File: config.mk
export PLATFORM = sky130hd
export DESIGN_NAME = kwm_ctrl
export DESIGN_NICKNAME = d
export VERILOG_FILES = /design/src/rtl/core/kwm_pkg.sv /design/src/rtl/core/kwm_ctrl.sv
export SDC_FILE = /design/constraint.sdc
export NUM_CORES = 1
export LEC_CHECK = 0
export BUFFER_PORTS_ARGS = -buffer_cell sky130_fd_sc_hd__buf_4
export CAP_MARGIN = 20
export CORE_AREA = 2 2 39 41
export CTS_CLUSTER_SIZE = 40
export DETAILED_ROUTE_END_ITERATION = 12
export DIE_AREA = 0 0 41 43
export GPL_ROUTABILITY_DRIVEN = 0
export PLACE_DENSITY = 0.74
export SKIP_LAST_GASP = 1
export SYNTH_ARGS = -nofsm -noshare
export SYNTH_HDL_FRONTEND = slang
export SYNTH_SLANG_ARGS = --single-unit
File: constraint.sdc
create_clock -name clk_i -period 1.6 [get_ports clk_i]
set_clock_uncertainty 0.05 [all_clocks]
set_input_delay 0.24 -clock clk_i [delete_from_list [all_inputs] [get_ports clk_i]]
set_output_delay 0.24 -clock clk_i [all_outputs]
set_load 0.01 [all_outputs]
File: src/rtl/core/kwm_pkg.sv
`timescale 1ns / 1ps
// ----------------------------------------------------------------------------
// kwm_pkg
// Shared types, codes and helpers of the k-way merge heap core.
// ----------------------------------------------------------------------------
package kwm_pkg;

  localparam int unsigned SRC_W    = 8;
  localparam int unsigned KEY_HI_W = 16;
  localparam int unsigned KEY_LO_W = 64;
  localparam int unsigned TAG_W    = 32;
  localparam int unsigned CFG_W    = 9;
  localparam int unsigned PRIME_W  = 9;
  localparam int unsigned SRC_MAX  = 256;
  localparam logic [CFG_W-1:0] CFG_RESET = 9'd256;

  typedef enum logic [1:0] {
    KIND_RECORD = 2'd0,
    KIND_DONE   = 2'd1,
    KIND_WRONG  = 2'd2
  } kwm_kind_e;

  typedef struct packed {
    logic [SRC_W-1:0]    source;
    logic                has_record;
    logic [KEY_HI_W-1:0] key_high;
    logic [KEY_LO_W-1:0] key_low;
    logic [TAG_W-1:0]    tag;
  } kwm_in_t;

  typedef struct packed {
    logic [1:0]          result_kind;
    logic [SRC_W-1:0]    out_source;
    logic [KEY_HI_W-1:0] out_key_high;
    logic [KEY_LO_W-1:0] out_key_low;
    logic [TAG_W-1:0]    out_tag;
  } kwm_out_t;

  typedef struct packed {
    logic [KEY_HI_W-1:0] key_high;
    logic [KEY_LO_W-1:0] key_low;
    logic [TAG_W-1:0]    tag;
    logic [SRC_W-1:0]    source;
  } kwm_entry_t;

  typedef enum logic [3:0] {
    ST_IDLE,
    ST_CHECK,
    ST_UP_RD,
    ST_UP_CMP,
    ST_POST,
    ST_POP,
    ST_POP_LD,
    ST_DN_RD,
    ST_DN_CMP,
    ST_EMIT
  } kwm_state_e;

  typedef enum logic [2:0] {
    HOLE_KEEP,
    HOLE_COUNT,
    HOLE_PARENT,
    HOLE_CHILD,
    HOLE_ZERO
  } kwm_hole_e;

  typedef enum logic [1:0] {
    WR_CARRY,
    WR_PARENT,
    WR_CHILD
  } kwm_wsel_e;

  typedef enum logic [1:0] {
    RD_PARENT,
    RD_POP,
    RD_CHILD
  } kwm_rsel_e;

  typedef struct packed {
    logic      cap_item;
    logic      res_wrong;
    logic      res_done;
    logic      res_root;
    kwm_hole_e hole_op;
    logic      wr_en;
    kwm_wsel_e wr_sel;
    kwm_rsel_e rd_sel;
    logic      count_dec;
    logic      prime_step;
    logic      merge_reset;
    logic      load_out;
  } kwm_cmd_t;

  typedef struct packed {
    logic src_ok;
    logic has_record;
    logic heap_full;
    logic hole_zero;
    logic priming;
    logic prime_done;
    logic heap_empty;
    logic no_left;
    logic up_first;
    logic dn_first;
    logic out_free;
  } kwm_status_t;

  // Smaller key leaves first; equal keys leave in source order.
  function automatic logic goes_first(input kwm_entry_t a, input kwm_entry_t b);
    goes_first = {a.key_high, a.key_low, a.source} < {b.key_high, b.key_low, b.source};
  endfunction

endpackage

File: src/rtl/core/kwm_ctrl.sv
`timescale 1ns / 1ps
// ----------------------------------------------------------------------------
// kwm_ctrl
// Sequencer of the merge core: source check, sift-up insert, pop and sift-down.
// ----------------------------------------------------------------------------
module kwm_ctrl
  import kwm_pkg::*;
(
  input  logic        clk_i,
  input  logic        rst_ni,
  input  logic        in_valid_i,
  output logic        in_stall_o,
  input  kwm_status_t status_i,
  output kwm_cmd_t    cmd_o
);

  kwm_state_e state_q, state_d;

  always_ff @(posedge clk_i or negedge rst_ni) begin
    if (!rst_ni) begin
      state_q <= ST_IDLE;
    end else begin
      state_q <= state_d;
    end
  end

  always_comb begin
    state_d = state_q;
    case (state_q)
      ST_IDLE: begin
        if (in_valid_i) state_d = ST_CHECK;
      end
      ST_CHECK: begin
        if (!status_i.src_ok) begin
          state_d = ST_EMIT;
        end else if (status_i.has_record && !status_i.heap_full) begin
          state_d = ST_UP_RD;
        end else begin
          state_d = ST_POST;
        end
      end
      ST_UP_RD: begin
        state_d = status_i.hole_zero ? ST_POST : ST_UP_CMP;
      end
      ST_UP_CMP: begin
        state_d = status_i.up_first ? ST_UP_RD : ST_POST;
      end
      ST_POST: begin
        if (status_i.priming && !status_i.prime_done) begin
          state_d = ST_IDLE;
        end else begin
          state_d = ST_POP;
        end
      end
      ST_POP: begin
        state_d = status_i.heap_empty ? ST_EMIT : ST_POP_LD;
      end
      ST_POP_LD: begin
        state_d = status_i.heap_empty ? ST_EMIT : ST_DN_RD;
      end
      ST_DN_RD: begin
        state_d = status_i.no_left ? ST_EMIT : ST_DN_CMP;
      end
      ST_DN_CMP: begin
        state_d = status_i.dn_first ? ST_DN_RD : ST_EMIT;
      end
      ST_EMIT: begin
        if (status_i.out_free) state_d = ST_IDLE;
      end
      default: state_d = ST_IDLE;
    endcase
  end

  always_comb begin
    cmd_o             = '0;
    cmd_o.hole_op     = HOLE_KEEP;
    cmd_o.wr_sel      = WR_CARRY;
    cmd_o.rd_sel      = RD_PARENT;
    in_stall_o        = 1'b1;
    case (state_q)
      ST_IDLE: begin
        in_stall_o     = 1'b0;
        cmd_o.cap_item = in_valid_i;
      end
      ST_CHECK: begin
        if (!status_i.src_ok) begin
          cmd_o.res_wrong = 1'b1;
        end else if (status_i.has_record && !status_i.heap_full) begin
          cmd_o.hole_op = HOLE_COUNT;
        end
      end
      ST_UP_RD: begin
        if (status_i.hole_zero) begin
          cmd_o.wr_en  = 1'b1;
          cmd_o.wr_sel = WR_CARRY;
        end else begin
          cmd_o.rd_sel = RD_PARENT;
        end
      end
      ST_UP_CMP: begin
        cmd_o.wr_en = 1'b1;
        if (status_i.up_first) begin
          cmd_o.wr_sel  = WR_PARENT;
          cmd_o.hole_op = HOLE_PARENT;
        end else begin
          cmd_o.wr_sel = WR_CARRY;
        end
      end
      ST_POST: begin
        cmd_o.prime_step = status_i.priming;
      end
      ST_POP: begin
        if (status_i.heap_empty) begin
          cmd_o.res_done    = 1'b1;
          cmd_o.merge_reset = 1'b1;
        end else begin
          cmd_o.rd_sel    = RD_POP;
          cmd_o.count_dec = 1'b1;
        end
      end
      ST_POP_LD: begin
        cmd_o.res_root = 1'b1;
        cmd_o.hole_op  = HOLE_ZERO;
      end
      ST_DN_RD: begin
        if (status_i.no_left) begin
          cmd_o.wr_en  = 1'b1;
          cmd_o.wr_sel = WR_CARRY;
        end else begin
          cmd_o.rd_sel = RD_CHILD;
        end
      end
      ST_DN_CMP: begin
        cmd_o.wr_en = 1'b1;
        if (status_i.dn_first) begin
          cmd_o.wr_sel  = WR_CHILD;
          cmd_o.hole_op = HOLE_CHILD;
        end else begin
          cmd_o.wr_sel = WR_CARRY;
        end
      end
      ST_EMIT: begin
        cmd_o.load_out = status_i.out_free;
      end
      default: begin
        in_stall_o = 1'b1;
      end
    endcase
  end

endmodule

* Word level (Yosys, flattened, before mapping)
Cells that the tools add are included.
Word-level totals: logic and storage cells 53, register bits after elaboration 4
Operators by class: reduce and logical (&&, ||, !) cells 6, equality and inequality tests 11, multiplexer cells 35
Operator list (number):
- one-hot mux 4 bit (10 select lines) | 1
- 2-to-1 mux 4 bit | 6
- one-hot mux 3 bit (4 select lines) | 2
- 2-to-1 mux 3 bit | 7
- equality test 4 x 3 -> 1 bit, second input constant | 4
- 2-to-1 mux 1 bit | 13
- 2-to-1 mux 2 bit | 5
- equality test 4 x 2 -> 1 bit, second input constant | 2
- equality test 4 bit, second input constant | 2
- equality test 4 x 1 -> 1 bit, second input constant | 1
- zero test 4 bit | 1
- != test 2 bit, second input constant | 2
- one-hot mux 2 bit (2 select lines) | 1
- logical AND 1 bit | 2
- zero test 1 bit | 2
- AND reduction 2 bit | 1

* Depth between registers and ports, before layout
depth in word-level cells 5, mapped depth 5

* Worst setup path before layout
No wires, ideal clock.
kind register -> output, start reg state_q[3], end out cmd_o[4] in the netlist's numbering, setup slack 60 ps, data required time 1310 ps, stages on the path, launching flop included 5, arrival 1250 ps, cells stage by stage dfrtp_1 -> buf_6 -> nand2b_2 -> nor3_1 -> buf_4
RTL lines:
- start: declaration | RTL line kwm_ctrl.sv:17 | kwm_state_e state_q, state_d;
- start signal: assignment | RTL line kwm_ctrl.sv:23 | state_q <= state_d;
- end: declaration | RTL line kwm_ctrl.sv:14 | output kwm_cmd_t cmd_o

==> impl_metrics.csv <==
group,metric,value,unit
clock_tree,cts_buffer_depth,2,
synthesis,synth_edf_count,0,
sta,hold_ws,0.2635,ns
run_status,status,"complete, but fails checks",
drt,ant_nets,0,
clock_tree,cts_sinks,4,
worst_setup_path,crit_slowest_cell,"dfrtp_2",
worst_setup_path,crit_path_start_kind,"flop",
sta,max_freq,618.4,MHz
worst_setup_path,cp_max_fo,7,
sta,timing.final.crit_period,1.617,ns
power,p_per_area,1592,mW/mm2
layout,largest_register,"state_q",
clock_tree,h-tree-depth,1,
drt,via_count,744,
clock_tree,insertion_delay,0.25,ns
sta,setup_viol,7,
die,ioPinCount,31,
flow_run,max_cap_violations,0,
global_routing,antenna_found_initial,0,
global_routing,grt_pass1_vias,671,
placement,dp.final_hpwl,1320,um
layout,drive_gt1_share,61.40,%
synthesis,netlist_area,534.3,um2
drt,wl,2058,um
die,core,0.001384,mm2
worst_setup_path,worstPathRequired,1.31,ns
synthesis,synth_nets,83,
die,die_x,41,um
synthesis,synth-main-ff-cell,"dfrtp_1",
worst_setup_path,crit_arrival,1.33,ns
synthesis,async_reset_ff_share,100.0,%
synthesis,syn_avg_cell_area,7.743,um2
global_routing,overflow,0,
clock_tree,clk_pin_slew,0.05,ns
drt,routed_via_density,5.723,
synthesis,ys_warn_count,0,
layout,diodes,0,
worst_setup_path,max_stage_delay,0.47,ns
layout,largest_registers,"state_q: 4 flops",
clock_tree,numCtsBuffers,3,
sta,post-route-period-util,101.1,%
layout,area_growth,76.35,%
die,die_h,43,um
sta,worst_slack,-0.01714,ns
power,irDropWorstVdd,0.0008777,V
synthesis,synth.top_cell.area_share,18.74,%
power,finalPower,1500,uW
synthesis,synth_area_leaders,"dfrtp_1 19%, nand4_1 8.2%, buf_6 6.3%, nand2b_2 4.9%, and3_1 4.7%",
worst_hold_path,hp-class,"input pin to flop",
synthesis,netlist_top_cells_count,"7 x nand4_1, 6 x nand2_1, 4 x and3_1, 4 x dfrtp_1, 4 x nor2_1",
drt,remaining_drc_errors,0,
sta,final_max_slew_viol_count,0,
synthesis,ys_types,33,
placement,portBuffers,30,
sta,rsz0062_at_grt,"yes",
drt,first_pass_iters,4,
die,rows,14,
synthesis,synthCells,69,
global_routing,grt_usage,25.33,%
drt,drt_first_iter_violations,24,
power,power.leakage,0.0004710,uW
global_routing,grt_max_degree,12,
worst_setup_path,worst_setup_path_end_kind,"primary output",
run_status,violations,"negative setup slack",
clock_tree,root_buffer,"clkbuf_4",
layout,nets,130,
synthesis,synth.most_common_cell,"nand4_1",
global_routing,grt_pass1_wl,3049,um
worst_setup_path,critical_path_class,"flop to primary output",
sta,tightestPinTransition,0.2696,ns
layout,largest_reg_flops,4,
synthesis,synth_seq_area_share,18.74,%
sta,slew_headroom,81.75,%
synthesis,ys_ff_latch,4,
die,dieArea,0.001763,mm2
die,start_util,38.61,%
worst_setup_path,crit_chain,"buf_6 > nor2_4 > and3_1 > buf_4",
clock_tree,cts_tree,"yes",
drt,wl_per_cell,15.83,um
synthesis,yosysTopAreaCell,"dfrtp_1",
sta,hold_violations,0,
## cell type report
class / instances / area (um2)
clock buffer: 3 / 22.52
fill: 125 / 441.7
inverter: 4 / 17.52
multi-input combinational: 55 / 402.9
sequential: 4 / 105.1
tap: 16 / 20.02
timing repair buffer: 48 / 374.1
## per-stage QoR
step	instance area [um2]	setup slack, ns	utilization, %	cells	setup TNS (ns)
after floorplan	534.3	0.06002	-	69	0
after global placement	738.2	0.03880	53.35	111	0
after detailed placement	738.2	0.01250	53.35	111	0
after CTS	870.8	-0.009597	62.93	125	-0.009597
after global routing	942.2	-0.1056	68.08	130	-0.7920
final	942.2	-0.01714	68.08	130	-0.06089
## cells by family (layout without fill, tap and decap cells)
group / count (synthesis) / after routing / synth area share (%)
and+or+nand+nor: 43 / 43 / 49.88
AOI/OAI and AO/OA: 10 / 10 / 12.88
buffers and inverters: 10 / 55 / 13.82
DFF: 4 / 4 / 18.74
muxes: 2 / 2 / 4.683
## worst paths after layout
path | endpoint | slack (ns) | cells after the start | start
worst max-delay path | cmd_o[2] | -0.02 | 4 | state_q[0]
worst min-delay path | state_q[2] | 0.26 | 3 | status_i[7]
worst max register to register | state_q[1] | 0.02 | 4 | state_q[2]
worst min register to register | state_q[2] | 0.68 | 3 | state_q[0]
max in group asynchronous | state_q[2] | 1.10 | 2 | rst_ni
min in group asynchronous | state_q[0] | 0.27 | 2 | rst_ni
## worst max-delay path: cells and delay by family, from the launching register on
family | cells | cell delay [ns]
flip-flops | 1 | 0.47
AND/OR/NAND/NOR | 2 | 0.33
buffers and inverters | 2 | 0.28
## cell usage in the layout, fill, tap and decap left out, types with 2 or more instances in the layout
| master | synthesis | layout |
|---|---|---|
| a31oi_1 | 3 | 3 |
| clkbuf_4 | 0 | 3 |
| nor2_4 | 1 | 3 |
| nor4_1 | 2 | 2 |
| nand2b_2 | 3 | 2 |
| nor3_1 | 3 | 2 |
| buf_6 | 3 | 3 |
| inv_1 | 2 | 2 |
| and3_1 | 4 | 3 |
| nand4_1 | 7 | 7 |
| nand2b_1 | 2 | 2 |
| dfrtp_2 | 0 | 4 |
| buf_4 | 3 | 44 |
| nor3_4 | 0 | 2 |
| nand2_1 | 6 | 6 |
| nor2_1 | 4 | 4 |
## metal layers
metal	global-route usage (%)	share of wire (%)	wire [um]	vias up
li1	-	-	-	344
met1	35.16	40	824	350
met2	37.50	50	1037	45
met5	0	0	0	-
met3	3.141	8.1	167	5
met4	11.33	1.4	29	0
## report_power, final
group | switching [uW] | internal [uW]
sequential | 103 | 150
clock | 54.0 | 84.8
combinational | 534 | 575
## repair_timing
item	CTS	global route
hold buffers	1	0
pin swaps	2	6
setup buffers	10	5
setup endpoints to repair	17	17
gates resized for setup	10	11
hold endpoints to repair	4	0
Note: power is estimated with default switching activity, not from simulation.
